$ cat config.mk
export PLATFORM = sky130hd
export DESIGN_NAME = mts_mul
export DESIGN_NICKNAME = d
export VERILOG_FILES = /design/src/design/mts_pkg.sv /design/src/design/mts_mul.sv
export SDC_FILE = /design/constraint.sdc
export NUM_CORES = 1
export LEC_CHECK = 0
export ABC_AREA = 1
export BUFFER_PORTS_ARGS = -buffer_cell sky130_fd_sc_hd__buf_2
export CAP_MARGIN = 20
export CELL_PAD_IN_SITES_DETAIL_PLACEMENT = 1
export CELL_PAD_IN_SITES_GLOBAL_PLACEMENT = 1
export CORE_MARGIN = 2
export CORE_UTILIZATION = 25
export CTS_CLUSTER_DIAMETER = 150
export DETAILED_ROUTE_END_ITERATION = 7
export PLACE_DENSITY = 0.68
export SYNTH_ARGS = -nofsm -noshare
export SYNTH_HDL_FRONTEND = slang
export SYNTH_SLANG_ARGS = --single-unit
export TNS_END_PERCENT = 5
$ cat constraint.sdc
create_clock -name clk -period 1.7 [get_ports clk]
set_input_delay 0.085 -clock clk [delete_from_list [all_inputs] [get_ports clk]]
set_output_delay 0.085 -clock clk [all_outputs]
set_load 0.03 [all_outputs]
$ cat src/design/mts_pkg.sv
`default_nettype none

package mts_pkg;

	// Default structural parameters.
	localparam int MAX_NOTES_DEF   = 256;
	localparam int VOLUME_BITS_DEF = 16;

	// Field widths.
	localparam int HZ_W      = 15;
	localparam int BEATS_W   = 8;
	localparam int INDEX_W   = 8;
	localparam int PERIOD_W  = 16;
	localparam int SONG_W    = 9;
	localparam int CLOCK_W   = 24;
	localparam int CFG16_W   = 16;
	localparam int DECAY_FRAC = 16;

	// Configuration port.
	localparam int PADDR_W = 5;
	localparam int PDATA_W = 32;

	localparam logic [2:0] REG_SONG_LENGTH    = 3'd0;
	localparam logic [2:0] REG_TIMER_CLOCK_HZ = 3'd1;
	localparam logic [2:0] REG_NORMAL_VOLUME  = 3'd2;
	localparam logic [2:0] REG_MIN_VOLUME     = 3'd3;
	localparam logic [2:0] REG_DECAY_FACTOR   = 3'd4;

	// Register reset values.
	localparam logic [SONG_W-1:0]   SONG_LENGTH_RST  = 9'd256;
	localparam logic [CLOCK_W-1:0]  TIMER_CLOCK_RST  = 24'd375000;
	localparam logic [CFG16_W-1:0]  NORMAL_VOL_RST   = 16'd32768;
	localparam logic [CFG16_W-1:0]  MIN_VOL_RST      = 16'd328;
	localparam logic [CFG16_W-1:0]  DECAY_RST        = 16'd59770;

	// Playback state reset values.
	localparam logic [31:0]         VOLUME_RST       = 32'd32768;
	localparam logic [PERIOD_W-1:0] PERIOD_RST       = 16'd7500;
	localparam int                  PLAY_INDEX_RST   = 255;

	// Request action codes.
	localparam logic ACT_TICK = 1'b0;
	localparam logic ACT_LOAD = 1'b1;

	typedef struct packed {
		logic                 action;
		logic [INDEX_W-1:0]   entry_index;
		logic [HZ_W-1:0]      entry_hz;
		logic [BEATS_W-1:0]   entry_beats;
		logic                 entry_pause;
	} cmd_t;

	typedef struct packed {
		logic [PERIOD_W-1:0]  period_count;
		logic [PERIOD_W-1:0]  compare_count;
		logic [INDEX_W-1:0]   note_index;
		logic                 note_started;
		logic                 is_silent;
	} tone_t;

	typedef struct packed {
		logic [HZ_W-1:0]      hz;
		logic [BEATS_W-1:0]   beats;
		logic                 pause;
	} entry_t;

	typedef enum logic [2:0] {
		S_IDLE,
		S_DECAY,
		S_READ,
		S_ENTRY,
		S_DIV,
		S_CMP_GO,
		S_CMP,
		S_DONE
	} state_t;

endpackage

`default_nettype wire

$ cat src/design/mts_mul.sv
`default_nettype none

// Shift-add multiplier, one multiplier bit per cycle.
module mts_mul
	import mts_pkg::*;
#(
	parameter int WIDTH = VOLUME_BITS_DEF
) (
	input  wire logic               clk,
	input  wire logic               arst_n,
	input  wire logic               start,
	input  wire logic [WIDTH-1:0]   a,
	input  wire logic [WIDTH-1:0]   b,
	output logic                    done,
	output logic [2*WIDTH-1:0]      product
);

	localparam int CNT_W = $clog2(WIDTH);

	logic [WIDTH-1:0] hi_q;
	logic [WIDTH-1:0] lo_q;
	logic [WIDTH-1:0] a_q;
	logic [CNT_W-1:0] cnt_q;
	logic             busy_q;
	logic             done_q;

	logic [WIDTH:0]   sum;

	// Add the multiplicand when the current multiplier bit is set.
	always_comb begin
		sum = lo_q[0] ? ({1'b0, hi_q} + {1'b0, a_q}) : {1'b0, hi_q};
	end

	// Control: step count and a one-cycle done pulse.
	always_ff @(posedge clk or negedge arst_n) begin
		if (!arst_n) begin
			busy_q <= 1'b0;
			done_q <= 1'b0;
			cnt_q  <= '0;
		end else begin
			done_q <= 1'b0;
			if (busy_q) begin
				if (cnt_q == '0) begin
					busy_q <= 1'b0;
					done_q <= 1'b1;
				end else begin
					cnt_q <= cnt_q - 1'b1;
				end
			end else if (start) begin
				busy_q <= 1'b1;
				cnt_q  <= CNT_W'(WIDTH - 1);
			end
		end
	end

	// Datapath: partial product shifts right through the multiplier register.
	always_ff @(posedge clk) begin
		if (busy_q) begin
			{hi_q, lo_q} <= {sum, lo_q[WIDTH-1:1]};
		end else if (start) begin
			hi_q <= '0;
			lo_q <= b;
			a_q  <= a;
		end
	end

	assign done    = done_q;
	assign product = {hi_q, lo_q};

endmodule

`default_nettype wire

==> results of run 1 <==
tightest hold or removal path, cell delays in order:
cell     delay, ps
buf_2           70
nand2_1         40
nand2_1         40
timing repair:
action / 4_1_cts / 5_1_grt
buffers inserted: 2 / 2
resized for setup: 15 / 13
endpoints found under the setup margin: 13 / 15
pin swaps: 6 / 4
hold buffers: 17 / 0
hold endpoints to repair: 22 / 0
area by class of cell:
type,instances,share of cell area [%]
inverters,61,5.13
well taps,168,4.71
multi-input cells,257,31.7
repair buffers,127,19.1
clock inverters,1,0.168
flip-flops and latches,54,35.7
clock buffers,7,3.45
state kept, by name, summed over array words and instances (netlist names):
| register | count |
|---|---|
| cnt_q | 4 |
| done | 1 |
| a_q | 16 |
| lo_q | 16 |
| busy_q | 1 |
| hi_q | 16 |
path summary, 6_finish.rpt:
check,depth (start not counted),endpoint,slack [ps],from
max,11,hi_q[7],-260,hi_q[0]
max reg2reg,11,hi_q[7],-260,hi_q[0]
min reg2reg,2,cnt_q[2],490,cnt_q[2]
max in group asynchronous,2,done,1430,arst_n
min in group asynchronous,2,busy_q,130,arst_n
min,3,lo_q[14],50,b[14]
per-layer routing:
metal  part of all wire (%)  track usage [%]  vias to the layer above  wire, µm
met2                     50             26.6                       69      4850
met4                    2.6             5.40                        0       251
li1                       -                -                     1465         -
met5                      0                0                        -         0
met1                     43             17.8                     1447      4130
met3                    4.4             2.82                       20       422
logic make-up after synthesis:
kind of cell,count (synthesis),synth area share (%)
simple gates,205,26.8
buf+inv,69,8.50
flops,54,50.7
compound gates,29,5.03
fa+ha+maj,19,7.82
xor+xnor,4,1.12
Yosys cell counts (all sizes together):
master	n	area share, %
a21oi	12	1.9
a31oi	2	0.40
and2	1	0.28
buf	4	0.72
clkbuf	4	0.48
dfrtp	6	4.8
edfxtp	48	46
fa	1	0.64
ha	18	7.2
inv	61	7.3
nand2	134	16
nand3	23	3.8
nand4	2	0.40
nor2	39	4.7
nor3	4	0.96
o211ai	3	0.72
o21ai	11	1.8
o31ai	1	0.24
or2	2	0.48
xnor2	2	0.56
xor2	2	0.56
report_power, final:
group	switching, mW	total, mW	internal, mW
clock network	0.489	1.13	0.638
registers	0.390	2.64	2.25
logic	3.65	5.94	2.29
total	4.53	9.71	5.18
==> flow_summary_export.csv, run 1 <==
group,metric,value,unit
run_status,status,"finished, violations left",
run_status,violations,"setup timing",
routing,drt_wl_total,9660,µm
sta,period_share,115,%
die,die_w,116,µm
setup_path,crit_path_frequent_cell,"nand2_2",
setup_path,cpLargestDelayFamily,"adder cells",
sta,fin_ws,-262,ps
sta,rsz0062_at_grt,"true",
layout,diodes,0,
sta,worst_slew_margin_rel,70.4,%
power_and_ir_drop,power_density,2180,mW/mm²
yosys,avgSynthCellArea,8.25,µm²
layout,nets,560,
clock_network,clock_path_buffers,2,
sta,skew,3.78,ps
die,ios,68,
clock_network,clock_latency,300,ps
setup_path,crit_buf_inv,1,
hold_path,hp-class,"in -> reg",
sta,whs,49.5,ps
setup_path,crit_required,1760,ps
sta,hold_viol,0,
layout,ff_latch_area,0.00159,mm²
die,die_y,116,µm
sta,period_minus_slack,1960,ps
clock_network,cts_tree,"built",
yosys,seq_area_frac_synth,50.7,%
routing,detail_route.iter0.violations,111,
yosys,netlist_area,0.00314,mm²
layout,layout_common_cells,"122 x nand2_1, 67 x buf_2, 57 x inv_1",
clock_network,htreeDepth,2,
routing,firstDrtPassIters,4,
global_route,groute.usage.overall,14.9,%
yosys,ys_types,27,
placed_design,postPlaceCellArea,0.00397,mm²
setup_path,arrival,2020,ps
setup_path,cpPeakStageDelay,410,ps
power_and_ir_drop,leakagePower,2.22,nW
global_route,grt_max_degree,33,
global_route,grt_antenna_before_repair,0,
clock_network,cts.sinks,54,
die,start_util,25.9,%
yosys,ys.warnings.count,0,
placed_design,gp_congestion,0.787,
layout,final_layout_size_suffix_gt1_share,30.2,%
layout,stdcell_area,0.00446,mm²
layout,fill_cells,1513,
global_route,grt_pass1_wl,15500,µm
clock_network,cts-buffers-inserted,5,
layout,multi_input_area,0.00142,mm²
placed_design,place_ws,-240,ps
run,maxCapViolCount,0,
placed_design,portBuffers,67,
power_and_ir_drop,peakVddDrop,941,µV
routing,vias,3001,
routing,ant_nets,0,
sta,worst_slew_pin_slew,444,ps
yosys,ys_ff_latch,54,
setup_path,crit_slowest_cell,"edfxtp_1",
layout,final_core_utilization,36.8,%
setup_path,crit_path_cell_trace,"ha_2, fa_2, nand2_2, nand2_2, and2_4, nand2_2, nand2_2, xnor2_1, nand2_1, nand2_1, inv_1",
global_route,gr-total-overflow,0,
sta,tns,-2070,ps
global_route,grt_pass1_vias,3272,
yosys,syn_nets,434,
die,dieArea,0.0135,mm²
placed_design,dp_hpwl,6910,µm
setup_path,crit_fanout,3,
placed_design,dp.cells,646,
routing,avgRoutedWirePerCell,14.3,µm
layout,area.growth.synth_to_final,42.2,%
layout,final_common_cell,"nand2_1",
die,fp-row-count,40,
routing,routed_via_density,4.45,
routing,route.detailed.drc,0,
setup_path,path_class,"reg -> reg",
sta,finalSetupViolCount,13,
sta,maxSlewViolCount,0,
die,core,0.0121,mm²
clock_network,cts.clk_slew.worst_paths,70,ps
setup_path,start_kind,"flop",
yosys,netlist_instances,380,
layout,fin_cells,675,
clock_network,root_buffer,"clkbuf_16",
power_and_ir_drop,report.power.total,9.71,mW
sta,fmax,510,MHz
setup_path,endpoint_kind,"flop",
Note: power is estimated with default switching activity, not from simulation.
==> run 2, diff against run 1 <==
- PLACE_DENSITY: 0.68 -> 0.66
- clock period: 1.7 -> 2.4 ns (I/O delays scaled with it)
==> run 2 against run 1 <==
The run ends with hold timing left. Critical path depth is the same. Maximum frequency shrank 5.5%. Non-clock buffer count shrank 40. Largest cell class unchanged. Critical path type unchanged.
==> flow_summary_export.csv, run 2 (synthesis gave the netlist of run 1 again) <==
group,metric,value,unit
clock_network,htreeDepth,2,
sta,period_minus_slack,2080,ps
routing,detail_route.iter0.violations,78,
sta,worst_slew_margin_rel,70.5,%
placed_design,portBuffers,67,
setup_path,rr_worst_depth,11,
global_route,grt_antenna_before_repair,0,
power_and_ir_drop,power_density,1510,mW/mm²
sta,worst_slew_pin_slew,441,ps
placed_design,dp.cells,612,
routing,routed_via_density,4.30,
setup_path,timing.rr.end,"hi_q[11]",
setup_path,crit_slowest_cell,"edfxtp_1",
global_route,grt_pass1_wl,13900,µm
global_route,grt_pass1_vias,2942,
die,core,0.0121,mm²
layout,fin_cells,635,
run,maxCapViolCount,0,
setup_path,crit_path_end,"hi_q[11]",
global_route,groute.usage.overall,13.1,%
placed_design,gp_congestion,0.778,
sta,fin_ws,324,ps
routing,drt_wl_total,8330,µm
global_route,grt_max_degree,30,
sta,hold_viol,1,
layout,layout_common_cells,"132 x nand2_1, 67 x buf_2, 58 x inv_1",
routing,vias,2731,
routing,met3_length,339,µm
layout,final_layout_size_suffix_gt1_share,19.5,%
setup_path,path_class,"reg -> reg",
setup_path,reg2reg_from,"hi_q[0]",
layout,nets,520,
die,die_w,116,µm
sta,tns,0,ps
sta,whs,-3.35,ps
routing,dr.max_layer_used,"met4",
routing,wl_met2,3930,µm
sta,rsz0062_at_grt,"false",
layout,area.growth.synth_to_final,27.9,%
placed_design,dp_hpwl,6230,µm
clock_network,cts_setup_buffers,0,
setup_path,endpoint_kind,"flop",
setup_path,crit_path_cell_trace,"ha_1, fa_1, nand2_1, nand2_1, and2_4, nand3_1, nand3_1, nand2_1, nand3_1, nand2_1, inv_1",
global_route,gr-total-overflow,0,
clock_network,cts-buffers-inserted,5,
hold_path,hp-class,"in -> reg",
setup_path,critPathLaunch,"hi_q[0]",
run_status,violations,"hold timing",
sta,fmax,482,MHz
sta,skew,10.6,ps
sta,period_share,86.5,%
die,die_y,116,µm
placed_design,place_ws,300,ps
run_status,status,"finished, violations left",
layout,diodes,0,
power_and_ir_drop,leakagePower,2.02,nW
routing,wl_met1,3980,µm
setup_path,cpPeakStageDelay,430,ps
routing,firstDrtPassIters,4,
power_and_ir_drop,peakVddDrop,714,µV
die,fp-row-count,40,
die,dieArea,0.0135,mm²
setup_path,arrival,2140,ps
clock_network,cts.sinks,54,
sta,maxSlewViolCount,0,
clock_network,root_buffer,"clkbuf_16",
die,start_util,25.9,%
setup_path,regToRegSetupSlack,320,ps
layout,largestRegisters,"a_q: 16 flops, hi_q: 16 flops, lo_q: 16 flops",
routing,ant_nets,0,
layout,final_common_cell,"nand2_1",
clock_network,cts_tree,"built",
setup_path,crit_fanout,3,
clock_network,cts.clk_slew.worst_paths,80,ps
die,ios,68,
routing,route.detailed.drc,0,
setup_path,crit_required,2460,ps
layout,fill_cells,1523,
setup_path,crit_path_frequent_cell,"nand2_1",
sta,finalSetupViolCount,0,
setup_path,start_kind,"flop",
routing,avgRoutedWirePerCell,13.1,µm
clock_network,clock_path_buffers,2,
clock_network,clock_latency,300,ps
run 2: cell types whose count changed in the layout (fill, tap and decap cells not counted), moves of 2 or more:
cell,change
a21oi_2,-2
buf_4,-37
ha_1,+6
nand2_1,+10
nand2_2,-9
nand3_2,-3
o21ai_0,+3
a21oi_1,+2
o21ai_1,-3
dlygate4sd3_1,-2
ha_4,-5
nand3_1,+4
run 2: metrics by stage:
| step | instance area, µm² | util (%) | power [mW] |
|---|---|---|---|
| 2_1_floorplan | 3140 | - | 4.30 |
| 3_3_place_gp | 3700 | 30.5 | 5.20 |
| 3_5_place_dp | 3700 | 30.5 | 5.28 |
| 4_1_cts | 4010 | 33.1 | 6.14 |
| 5_1_grt | 4010 | 33.1 | 6.61 |
| 6_report | 4010 | 33.1 | 6.04 |
run 2: worst min path at each step:
stage,endpoint,slack (ps),cells after the start,startpoint
2_1_floorplan,busy_q,-180,0,arst_n
3_3_place_gp,busy_q,-50,1,arst_n
4_1_cts,a_q[7],0.5,1,a[7]
5_1_grt,a_q[1],5,1,a[1]
6_report,a_q[7],-3,1,a[7]
3_5_place_dp,busy_q,-50,1,arst_n
run 2: worst max-delay path, delay by kind of cell, from the launching register on:
family / cells / cell delay [ps]
fa+ha+maj: 2 / 660
simple gates: 8 / 720
flops: 1 / 430
buf+inv: 1 / 30
run 2: cell type report:
class / instances / area, µm² / area share (%)
clock buffers: 6 / 150 / 3.74
well taps: 168 / 210 / 5.24
repair buffers: 87 / 536 / 13.3
multi-input cells: 257 / 1280 / 31.9
flip-flops and latches: 54 / 1590 / 39.7
clock inverters: 2 / 15.0 / 0.374
inverters: 61 / 229 / 5.71
run 2: layer usage:
layer / vias to the layer above / global-route usage, %
met1: 1290 / 17.3
met3: 6 / 2.46
met4: 0 / 3.41
met5: - / 0
met2: 56 / 22.0
li1: 1379 / -
run 2: repair_timing:
item / CTS / global route
hold buffers: 15 / 0
resized for setup: 0 / 0
endpoints found under the hold margin: 20 / 0
run 2: power by group:
part | total, mW | internal, mW | leakage (nW) | switching, mW
registers | 1.84 | 1.59 | 0.557 | 0.245
logic | 3.39 | 1.09 | 1.39 | 2.30
clock network | 0.817 | 0.452 | 0.0742 | 0.365
