File: src/design/mts_pkg.sv
`default_nettype none

package mts_pkg;

	// Default structural parameters.
	localparam int MAX_NOTES_DEF   = 256;
	localparam int VOLUME_BITS_DEF = 16;

	// Field widths.
	localparam int HZ_W      = 15;
	localparam int BEATS_W   = 8;
	localparam int INDEX_W   = 8;
	localparam int PERIOD_W  = 16;
	localparam int SONG_W    = 9;
	localparam int CLOCK_W   = 24;
	localparam int CFG16_W   = 16;
	localparam int DECAY_FRAC = 16;

	// Configuration port.
	localparam int PADDR_W = 5;
	localparam int PDATA_W = 32;

	localparam logic [2:0] REG_SONG_LENGTH    = 3'd0;
	localparam logic [2:0] REG_TIMER_CLOCK_HZ = 3'd1;
	localparam logic [2:0] REG_NORMAL_VOLUME  = 3'd2;
	localparam logic [2:0] REG_MIN_VOLUME     = 3'd3;
	localparam logic [2:0] REG_DECAY_FACTOR   = 3'd4;

	// Register reset values.
	localparam logic [SONG_W-1:0]   SONG_LENGTH_RST  = 9'd256;
	localparam logic [CLOCK_W-1:0]  TIMER_CLOCK_RST  = 24'd375000;
	localparam logic [CFG16_W-1:0]  NORMAL_VOL_RST   = 16'd32768;
	localparam logic [CFG16_W-1:0]  MIN_VOL_RST      = 16'd328;
	localparam logic [CFG16_W-1:0]  DECAY_RST        = 16'd59770;

	// Playback state reset values.
	localparam logic [31:0]         VOLUME_RST       = 32'd32768;
	localparam logic [PERIOD_W-1:0] PERIOD_RST       = 16'd7500;
	localparam int                  PLAY_INDEX_RST   = 255;

	// Request action codes.
	localparam logic ACT_TICK = 1'b0;
	localparam logic ACT_LOAD = 1'b1;

	typedef struct packed {
		logic                 action;
		logic [INDEX_W-1:0]   entry_index;
		logic [HZ_W-1:0]      entry_hz;
		logic [BEATS_W-1:0]   entry_beats;
		logic                 entry_pause;
	} cmd_t;

	typedef struct packed {
		logic [PERIOD_W-1:0]  period_count;
		logic [PERIOD_W-1:0]  compare_count;
		logic [INDEX_W-1:0]   note_index;
		logic                 note_started;
		logic                 is_silent;
	} tone_t;

	typedef struct packed {
		logic [HZ_W-1:0]      hz;
		logic [BEATS_W-1:0]   beats;
		logic                 pause;
	} entry_t;

	typedef enum logic [2:0] {
		S_IDLE,
		S_DECAY,
		S_READ,
		S_ENTRY,
		S_DIV,
		S_CMP_GO,
		S_CMP,
		S_DONE
	} state_t;

endpackage

`default_nettype wire

File: src/design/mts_div.sv
`default_nettype none

// Restoring divider, one quotient bit per cycle.
module mts_div
	import mts_pkg::*;
(
	input  wire logic               clk,
	input  wire logic               arst_n,
	input  wire logic               start,
	input  wire logic [CLOCK_W-1:0] dividend,
	input  wire logic [HZ_W-1:0]    divisor,
	output logic                    done,
	output logic [CLOCK_W-1:0]      quotient
);

	localparam int CNT_W = $clog2(CLOCK_W);

	logic [CLOCK_W-1:0] shift_q;
	logic [HZ_W-1:0]    rem_q;
	logic [HZ_W-1:0]    div_q;
	logic [CNT_W-1:0]   cnt_q;
	logic               busy_q;
	logic               done_q;

	logic [HZ_W:0]      trial;
	logic [HZ_W:0]      diff;
	logic               fits;

	// Bring down the next dividend bit and try a subtraction.
	always_comb begin
		trial = {rem_q, shift_q[CLOCK_W-1]};
		diff  = trial - {1'b0, div_q};
		fits  = trial >= {1'b0, div_q};
	end

	// Control: a count of remaining steps and a one-cycle done pulse.
	always_ff @(posedge clk or negedge arst_n) begin
		if (!arst_n) begin
			busy_q <= 1'b0;
			done_q <= 1'b0;
			cnt_q  <= '0;
		end else begin
			done_q <= 1'b0;
			if (busy_q) begin
				if (cnt_q == '0) begin
					busy_q <= 1'b0;
					done_q <= 1'b1;
				end else begin
					cnt_q <= cnt_q - 1'b1;
				end
			end else if (start) begin
				busy_q <= 1'b1;
				cnt_q  <= CNT_W'(CLOCK_W - 1);
			end
		end
	end

	// Datapath: the dividend register collects quotient bits from the bottom.
	always_ff @(posedge clk) begin
		if (busy_q) begin
			rem_q   <= fits ? diff[HZ_W-1:0] : trial[HZ_W-1:0];
			shift_q <= {shift_q[CLOCK_W-2:0], fits};
		end else if (start) begin
			rem_q   <= '0;
			shift_q <= dividend;
			div_q   <= divisor;
		end
	end

	assign done     = done_q;
	assign quotient = shift_q;

endmodule

`default_nettype wire

File: config.mk
export PLATFORM = sky130hd
export DESIGN_NAME = mts_div
export DESIGN_NICKNAME = d
export VERILOG_FILES = /design/src/design/mts_pkg.sv /design/src/design/mts_div.sv
export SDC_FILE = /design/constraint.sdc
export NUM_CORES = 1
export LEC_CHECK = 0
export BUFFER_PORTS_ARGS = -buffer_cell sky130_fd_sc_hd__clkbuf_2
export CORE_MARGIN = 5
export CORE_UTILIZATION = 35
export CTS_CLUSTER_DIAMETER = 40
export DETAILED_ROUTE_END_ITERATION = 8
export PLACE_DENSITY = 0.66
export SYNTH_ARGS = -nofsm -noshare
export SYNTH_HDL_FRONTEND = slang
export SYNTH_SLANG_ARGS = --single-unit
File: constraint.sdc
create_clock -name clk -period 3.15 [get_ports clk]
set_clock_uncertainty 0.1 [all_clocks]
set_input_delay 0.315 -clock clk [delete_from_list [all_inputs] [get_ports clk]]
set_output_delay 0.315 -clock clk [all_outputs]
set_load 0.05 [all_outputs]
==> results of run 1 <==
==> worst max-delay path, stage by stage (launching register included) <==
cell	delay, ns
edfxtp_1	0.37
inv_1	0.05
ha_1	0.22
fa_1	0.39
nand2b_1	0.18
a211oi_1	0.35
o21bai_1	0.15
o21ai_2	0.19
mux2_2	0.35
o22ai_1	0.15
==> power breakdown <==
part	internal (mW)	switching, mW	leakage, nW
Clock	0.364	0.313	0.0939
Sequential	1.37	0.182	0.640
Combinational	0.912	1.56	1.01
Total	2.64	2.05	1.74
==> cell families (layout without fill, tap and decap cells) <==
family / Yosys count / count (layout) / share of synthesized area [%]
flip-flops: 61 / 61 / 56.0
AND/OR/NAND/NOR: 60 / 60 / 8.77
AO/OA/AOI/OAI: 52 / 52 / 10.8
buffers and inverters: 31 / 111 / 3.94
multiplexers: 30 / 30 / 10.3
adder cells (fa/ha/maj): 18 / 18 / 7.25
XOR/XNOR: 11 / 11 / 3.00
==> cell usage after synthesis, types with 5 or more instances <==
cell type / instances / area [sq um]
mux2_2: 24 / 270
a211oi_1: 5 / 37.5
ha_1: 17 / 213
inv_1: 24 / 90.1
dfrtp_1: 7 / 175
nand2_1: 17 / 63.8
nor3_1: 6 / 30.0
xor2_1: 6 / 52.6
xnor2_1: 5 / 43.8
a21oi_1: 11 / 55.1
nor2_1: 20 / 75.1
o21ai_0: 7 / 35.0
a21o_1: 5 / 37.5
edfxtp_1: 54 / 1620
mux2i_1: 6 / 60.1
==> stage by stage <==
step / util, % / worst slack, ns / hold WS (ns) / total power [mW]
final: 42.5 / 0.491 / 0.0444 / 4.69
after global routing: 42.5 / 0.334 / 0.0248 / 5.01
after CTS: 42.5 / 0.491 / 0.0267 / 4.73
after detailed placement: 40.3 / 0.507 / 0.0633 / 4.03
after global placement: 40.3 / 0.593 / 0.0577 / 4.00
after floorplan: - / 0.334 / -0.0806 / 3.51
==> routing by layer <==
metal  global-route usage (%)  part of all wire, %  vias up
met5                        0                    0        -
met4                     6.01                  2.1        0
met3                     2.57                  3.3       11
met2                     18.6                   49       48
met1                     15.6                   46     1065
li1                         -                    -     1118
==> layout by cell type (no fill, tap or decap), types with 3 or more instances in the layout <==
master,instances
ha_1,17
xnor2_1,5
clkbuf_2,66
a21oi_1,11
nand3_1,3
inv_1,24
o21a_1,4
a211oi_1,5
nand2_1,17
o21ai_0,7
xor2_1,6
clkbuf_8,9
mux2i_1,6
o22ai_1,4
edfxtp_1,54
mux2_2,24
buf_4,4
dfrtp_1,7
nand2b_1,3
nor3_1,6
a21o_1,5
nor2_1,20
==> flip-flops by register name, indices dropped and copies added, names as in the netlist <==
register	flops
busy_q	1
cnt_q	5
div_q	15
done	1
quotient	24
rem_q	15
==> layout make-up <==
| cell class | instances | area, sq um |
|---|---|---|
| clock buffer | 10 | 128 |
| clock inverter | 6 | 63.8 |
| fill | 884 | 5230 |
| inverter | 24 | 90.1 |
| multi-input combinational | 171 | 1290 |
| sequential | 61 | 1800 |
| tap | 111 | 139 |
| timing repair buffer | 71 | 370 |
==> worst paths after layout <==
path                       cells after the start  slack (ns)        end
max in group asynchronous                      2        2.54   cnt_q[1]
min in group asynchronous                      2        0.24     busy_q
min reg2reg                                    1        0.41   cnt_q[0]
min                                            1        0.04  div_q[12]
max reg2reg                                    9        0.49  rem_q[14]
max                                            9        0.49  rem_q[14]
==> results.toml, run 1 <==
[status]
status = "completed"

[power]
cellPowerDensity_mw_per_mm2 = 1210
cellLeakagePower_nw = 1.74
vdd_drop_max_mv = 0.431

[timing]
slew-limit-headroom_pct = 51.3
clock.fmax_mhz = 376
finalCritPeriodShare_pct = 84.4
drv_slew = 0
setup_viol = 0
hold_viol = 0
worst_pin_slew_ns = 0.730
finalCriticalPeriod_ns = 2.66
finalSetupTns_ns = 0
rsz0062_at_grt = "no"

[worst_setup_path]
cp-startpoint = "quotient[23]"
required_ns = 3.23
timing.rr.start = "quotient[23]"
endpoint_kind = "register"
worstPathMaxFanout = 3
startpoint_type = "register"
crit_type = "reg2reg"
crit_arrival_ns = 2.74

[floorplan]
die_y_um = 106
core_area_sq_mm = 0.00911
start_util_pct = 35.2
die_x_um = 106
die-area_sq_mm = 0.0112
ios = 67
rows = 35

[worst_hold_path]
hp-class = "in2reg"
min_from = "divisor[12]"

[synthesis]
yosys_most_used_dff = "edfxtp_1"
synth-seq-cells = 61
yosysWarnings = 0
syn-cell-area_sq_mm = 0.00321
synth.distinct_cells = 44
synth_nets = 323
ys_seq_area_share_pct = 56.0
synth_edf_count = 54
syn_area_per_cell_sq_um = 12.2
synthCells = 263
ys_async_sr_fraction_pct = 11.5

[clocking]
cts_made_buffers = 9
clkLatencyLatePin_ns = 0.34
postCtsSetupBuffers = 0
hold_buffers = 1
clock-sinks = 61
htree_levels = 3
post_cts_resize_count = 0
root_buffer = "clkbuf_8"
clk_pin_slew_ns = 0.08
cts_tree = "yes"
cts_buffer_depth = 2

[global_routing]
grt_pass1_vias = 2184
grt_max_degree = 40
grt_overflow_total = 0
grt_use_total_pct = 11.9
grt_pass1_wl_mm = 10.5
antenna_found_initial = 0

[routing]
drtPass1Iterations = 4
routedWlPerCell_um = 14.3
via_count = 2242
ant_nets = 0
via_per_inst = 4.94
drcViolationCount = 0
first_iter_violations = 140
totalWireLength_mm = 6.51

[placed_design]
dp.cells = 437
io_buffers = 66
place_hpwl_mm = 4.71
gp_congestion = 0.827
dpl_cell_area_sq_mm = 0.00367

[final_layout]
layout-drive-gt1-share_pct = 32.7
nets = 398
stdcell_count = 454
design_area_sq_mm = 0.00387
synthToLayoutAreaGrowth_pct = 20.7
antenna_cells = 0

[flow_run]
drv_cap = 0
Note: power is estimated with default switching activity, not from simulation.
==> run 2, diff against run 1 <==
Settings changed: ABC_AREA set to 1.
Clock period 3.15 ns to 2.5 ns, I/O delays scaled along.
==> results.toml, run 2 <==
[synthesis]
synth_top_cell_by_area = "edfxtp_1"
ys_seq_area_share_pct = 50.1
ys_top_cells_by_area = "edfxtp_1 (45%), nand2_1 (17%), inv_1 (6.3%), ha_1 (5.9%), dfrtp_1 (4.9%)"
ys_async_sr_fraction_pct = 11.5
synth-seq-cells = 61
synthCells = 423
yosysTopAreaCellShare_pct = 45.2
synth.distinct_cells = 33
synth_nets = 483
yosysWarnings = 0
yosysMostFrequentCell = "nand2_1"
syn_area_per_cell_sq_um = 8.48
synthTopCellsByCount = "nand2_1 (160), inv_1 (60), edfxtp_1 (54)"
synth_edf_count = 54
yosys_most_used_dff = "edfxtp_1"
syn-cell-area_sq_mm = 0.00359

[floorplan]
die_y_um = 111
die-area_sq_mm = 0.0124
ios = 67
rows = 37
die_x_um = 111
start_util_pct = 35.4
core_area_sq_mm = 0.0101

[routing]
drtPass1Iterations = 4
drcViolationCount = 0
totalWireLength_mm = 7.58
routedWlPerCell_um = 11.6
first_iter_violations = 136
via_count = 2888
ant_nets = 0
via_per_inst = 4.42

[clocking]
cts_tree = "yes"
cts_made_buffers = 9
cts_buffer_depth = 2
clk_pin_slew_ns = 0.07
postCtsSetupBuffers = 0
root_buffer = "clkbuf_8"
htree_levels = 3
clkLatencyLatePin_ns = 0.33
clock-sinks = 61

[worst_setup_path]
required_ns = 2.48
crit_arrival_ns = 2.26
crit_type = "reg2reg"
critical-path-slowest-cell = "edfxtp_1"
timing.rr.start = "quotient[23]"
worstPathMaxFanout = 13
crit_family = "simple AND/OR/NAND/NOR gates"
crit_chain = "inv_1 > ha_1 > fa_2 > inv_1 > nand2_1 > nand2_2 > nand3_2 > nand3_2 > nand2_2 > nand2_8 > inv_4 > nor2_1 > nor2_1"
startpoint_type = "register"
cp.buffers_inverters = 3
cp-startpoint = "quotient[23]"
crit_path_max_incr_delay_ns = 0.38
endpoint_kind = "register"

[final_layout]
layout_common_cells = "nand2_1 (158), clkbuf_2 (66), inv_1 (60), edfxtp_1 (54), nor2_1 (31)"
nets = 572
layout-drive-gt1-share_pct = 22.2
largest_reg_flops = 24
regArea_sq_mm = 0.00180
multi_input_area_sq_mm = 0.00150
final_common_cell = "nand2_1"
antenna_cells = 0
synthToLayoutAreaGrowth_pct = 23.0
nFillCells = 990

[timing]
finalCritPeriodShare_pct = 91.3
drv_slew = 0
slew-limit-headroom_pct = 76.1
clock.fmax_mhz = 438
worst_pin_slew_ns = 0.359
finalSetupTns_ns = 0
finalCriticalPeriod_ns = 2.28
hold_viol = 0
setup_viol = 0
rsz0062_at_grt = "no"

[global_routing]
grt_pass1_vias = 2898
grt_max_degree = 25
antenna_found_initial = 0
grt_overflow_total = 0
grt_use_total_pct = 12.5
grt_pass1_wl_mm = 12.8

[placed_design]
io_buffers = 66
gp_congestion = 0.858
place_hpwl_mm = 5.84

[status]
status = "completed"

[power]
cellPowerDensity_mw_per_mm2 = 1450
cellLeakagePower_nw = 2.24
vdd_drop_max_mv = 0.955
finalPower_mw = 6.40

[flow_run]
drv_cap = 0

[worst_hold_path]
hp-class = "in2reg"
min_from = "dividend[3]"
## run 2: layer usage
layer  routed length (um)  vias to the layer above  GRT usage, %  share of wire (%)
li1                     -                     1508             -                  -
met1                 3560                     1305          16.1                 47
met2                 3590                       71          20.8                 47
met3                  346                        4          2.46                4.6
met4                   75                        0          4.62               0.99
met5                    0                        -             0                  0
## run 2: kinds of logic (layout without fill, tap and decap cells)
| family | after synthesis | in the layout | share of synthesized area (%) |
|---|---|---|---|
| fa+ha+maj | 18 | 18 | 6.49 |
| flops | 61 | 61 | 50.1 |
| simple gates | 240 | 240 | 28.9 |
| compound gates | 20 | 20 | 3.94 |
| xor+xnor | 8 | 8 | 1.95 |
| buf+inv | 76 | 170 | 8.58 |
## run 2: path summary, 6_finish.rpt
| check | end | slack (ns) | cells past startpoint |
|---|---|---|---|
| max | rem_q[11] | 0.22 | 13 |
| min | quotient[3] | 0.08 | 3 |
| max reg2reg | rem_q[11] | 0.22 | 13 |
| min reg2reg | cnt_q[4] | 0.42 | 2 |
| max in group asynchronous | cnt_q[1] | 1.93 | 2 |
| min in group asynchronous | done | 0.19 | 2 |
## run 2: where the power goes
| part | internal [mW] | switching, mW | total, mW |
|---|---|---|---|
| Clock | 0.385 | 0.352 | 0.737 |
| Combinational | 1.15 | 2.47 | 3.62 |
| Sequential | 1.76 | 0.274 | 2.04 |
## run 2: worst min-delay path: stages
cell and delay, ns:
clkbuf_2 0.07, nand2_1 0.04, nand2_1 0.04
## run 2: cell type report
type / instances / area share (%)
timing repair buffer: 87 / 12.0
sequential: 61 / 40.7
clock buffer: 14 / 3.46
clock inverter: 2 / 0.227
tap: 136 / 3.86
inverter: 67 / 5.76
multi-input combinational: 286 / 34.0
## run 2: repair_timing
| action | CTS | global route |
|---|---|---|
| hold endpoints to repair | 22 | 0 |
| hold buffers | 16 | 0 |
| endpoints found under the setup margin | 0 | 1 |
| gates resized for setup | 0 | 1 |
## run 2: stage by stage
step | util (%) | instance area [sq um] | instances | hold WS [ns] | setup WS (ns)
2_1_floorplan | - | 3590 | 423 | -0.146 | 0.0411
3_3_place_gp | 40.2 | 4080 | 621 | -0.00533 | 0.284
3_5_place_dp | 40.2 | 4080 | 621 | -0.000254 | 0.197
4_1_cts | 43.4 | 4400 | 653 | 0.0593 | 0.168
5_1_grt | 43.5 | 4410 | 653 | 0.0806 | 0.0257
6_report | 43.5 | 4410 | 653 | 0.0835 | 0.218
==> run 3, diff against run 2 <==
Settings changed: CORE_MARGIN 5 to unset.
==> results.toml, run 3 (synthesized netlist as in run 2, its figures left out) <==
[final_layout]
regArea_sq_mm = 0.00180
multi_input_area_sq_mm = 0.00150
antenna_cells = 0
largest_reg_flops = 24
stdcell_count = 650
design_area_sq_mm = 0.00442
synthToLayoutAreaGrowth_pct = 23.1
nets = 572
layout_common_cells = "nand2_1 (159), clkbuf_2 (66), inv_1 (60), edfxtp_1 (54), nor2_1 (31)"
layout-drive-gt1-share_pct = 22.6
nFillCells = 944
final_common_cell = "nand2_1"

[timing]
slew-limit-headroom_pct = 81.0
clock.fmax_mhz = 432
finalSetupTns_ns = 0
drv_slew = 0
rsz0062_at_grt = "no"
finalCriticalPeriod_ns = 2.32
whs_ns = 0.0778
hold_viol = 0
finalWorstSetupSlack_ns = 0.185
worst_pin_slew_ns = 0.286
finalCritPeriodShare_pct = 92.6
setup_viol = 0

[worst_setup_path]
crit_cells = 13
crit_arrival_ns = 2.30
required_ns = 2.49
crit_type = "reg2reg"
critical-path-slowest-cell = "edfxtp_1"
cp.buffers_inverters = 3
rr_worst_depth = 13
worstPathMaxFanout = 13
crit_path_max_incr_delay_ns = 0.38
crit_family = "simple AND/OR/NAND/NOR gates"
endpoint_kind = "register"
crit_chain = "inv_1 > ha_1 > fa_2 > inv_1 > nand2_1 > nand2_2 > nand3_2 > nand3_2 > nand2_2 > nand2_8 > inv_4 > nor2_1 > nor2_1"
startpoint_type = "register"

[clocking]
cts_tree = "yes"
clock-sinks = 61
clk_pin_slew_ns = 0.08
clkLatencyLatePin_ns = 0.34
postCtsSetupBuffers = 0
cts_made_buffers = 9
root_buffer = "clkbuf_8"
cts_buffer_depth = 2
htree_levels = 3

[global_routing]
grt_use_total_pct = 15.4
grt_overflow_total = 0
antenna_found_initial = 0
grt_pass1_wl_mm = 12.5
grt_pass1_vias = 2776
grt_max_degree = 27

[floorplan]
die_x_um = 103
ios = 67
die-area_sq_mm = 0.0107
start_util_pct = 36.4
core_area_sq_mm = 0.00986
rows = 36
die_y_um = 103

[worst_hold_path]
hp-class = "in2reg"
holdPathStages = 3

[routing]
ant_nets = 0
via_count = 2894
totalWireLength_mm = 7.39
drtPass1Iterations = 4
dr_wl_met2_mm = 3.44
routedWlPerCell_um = 11.4
drcViolationCount = 0
first_iter_violations = 138
route.met3.wl_um = 300
top_layer = "met4"
met1_length_mm = 3.53
via_per_inst = 4.45

[placed_design]
pre_cts_ws_ns = 0.176
dpl_cell_area_sq_mm = 0.00407
dp.cells = 618
io_buffers = 66
place_hpwl_mm = 5.60
gp_congestion = 0.888

[power]
cellPowerDensity_mw_per_mm2 = 1450
vdd_drop_max_mv = 0.705
p_sw_share_pct = 48.9
p_comb_share_pct = 56.3
cellLeakagePower_nw = 2.23
power.switching_mw = 3.13
seqPwrFrac_pct = 31.8
p_int_mw = 3.27
clkPwrFrac_pct = 11.9

[flow_run]
drv_cap = 0

[status]
status = "completed"
run 3: timing repair:
action / in CTS / in global routing
setup endpoints to repair: 0 / 2
gates resized for setup: 0 / 1
hold endpoints to repair: 22 / 0
hold buffers: 16 / 0
run 3: metal layers:
metal / track usage (%) / vias up
li1: - / 1512
met1: 20.2 / 1309
met2: 24.9 / 64
met3: 2.69 / 9
met4: 6.93 / 0
met5: 0 / -
run 3: final timing paths:
kind	startpoint	end	slack (ns)
worst max-delay path	quotient[23]	rem_q[9]	0.18
worst min-delay path	dividend[14]	quotient[14]	0.08
worst max register to register	quotient[23]	rem_q[9]	0.18
worst min register to register	cnt_q[4]	cnt_q[4]	0.42
max in group asynchronous	arst_n	busy_q	1.95
min in group asynchronous	arst_n	cnt_q[0]	0.19
run 3: through the flow:
step / power [mW] / utilization [%]
after CTS: 6.43 / 44.7
after detailed placement: 5.62 / 41.3
after global routing: 6.95 / 44.8
after floorplan: 4.89 / -
after global placement: 5.54 / 41.3
final: 6.40 / 44.8
run 3: worst min-delay path: cells and delay by family:
family | cells | cell delay (ns)
AND/OR/NAND/NOR | 2 | 0.08
buffers and inverters | 1 | 0.08
run 3: area by class of cell:
class                   instances  share of cell area (%)
well taps                     133                    3.77
multi-input cells             286                    33.9
clock buffers                   9                    2.81
inverters                      67                    5.75
clock inverters                 7                    1.16
flip-flops and latches         61                    40.7
repair buffers                 87                    12.0
run 3: power groups by stage:
| stage | clock [mW] | combinational, mW | sequential (mW) |
|---|---|---|---|
| floorplan | 0 | 2.20 | 2.69 |
| CTS | 0.787 | 3.61 | 2.04 |
| global placement | 0 | 3.50 | 2.04 |
| finish | 0.761 | 3.60 | 2.04 |
| detailed placement | 0 | 3.58 | 2.04 |
| global route | 0.830 | 4.03 | 2.09 |
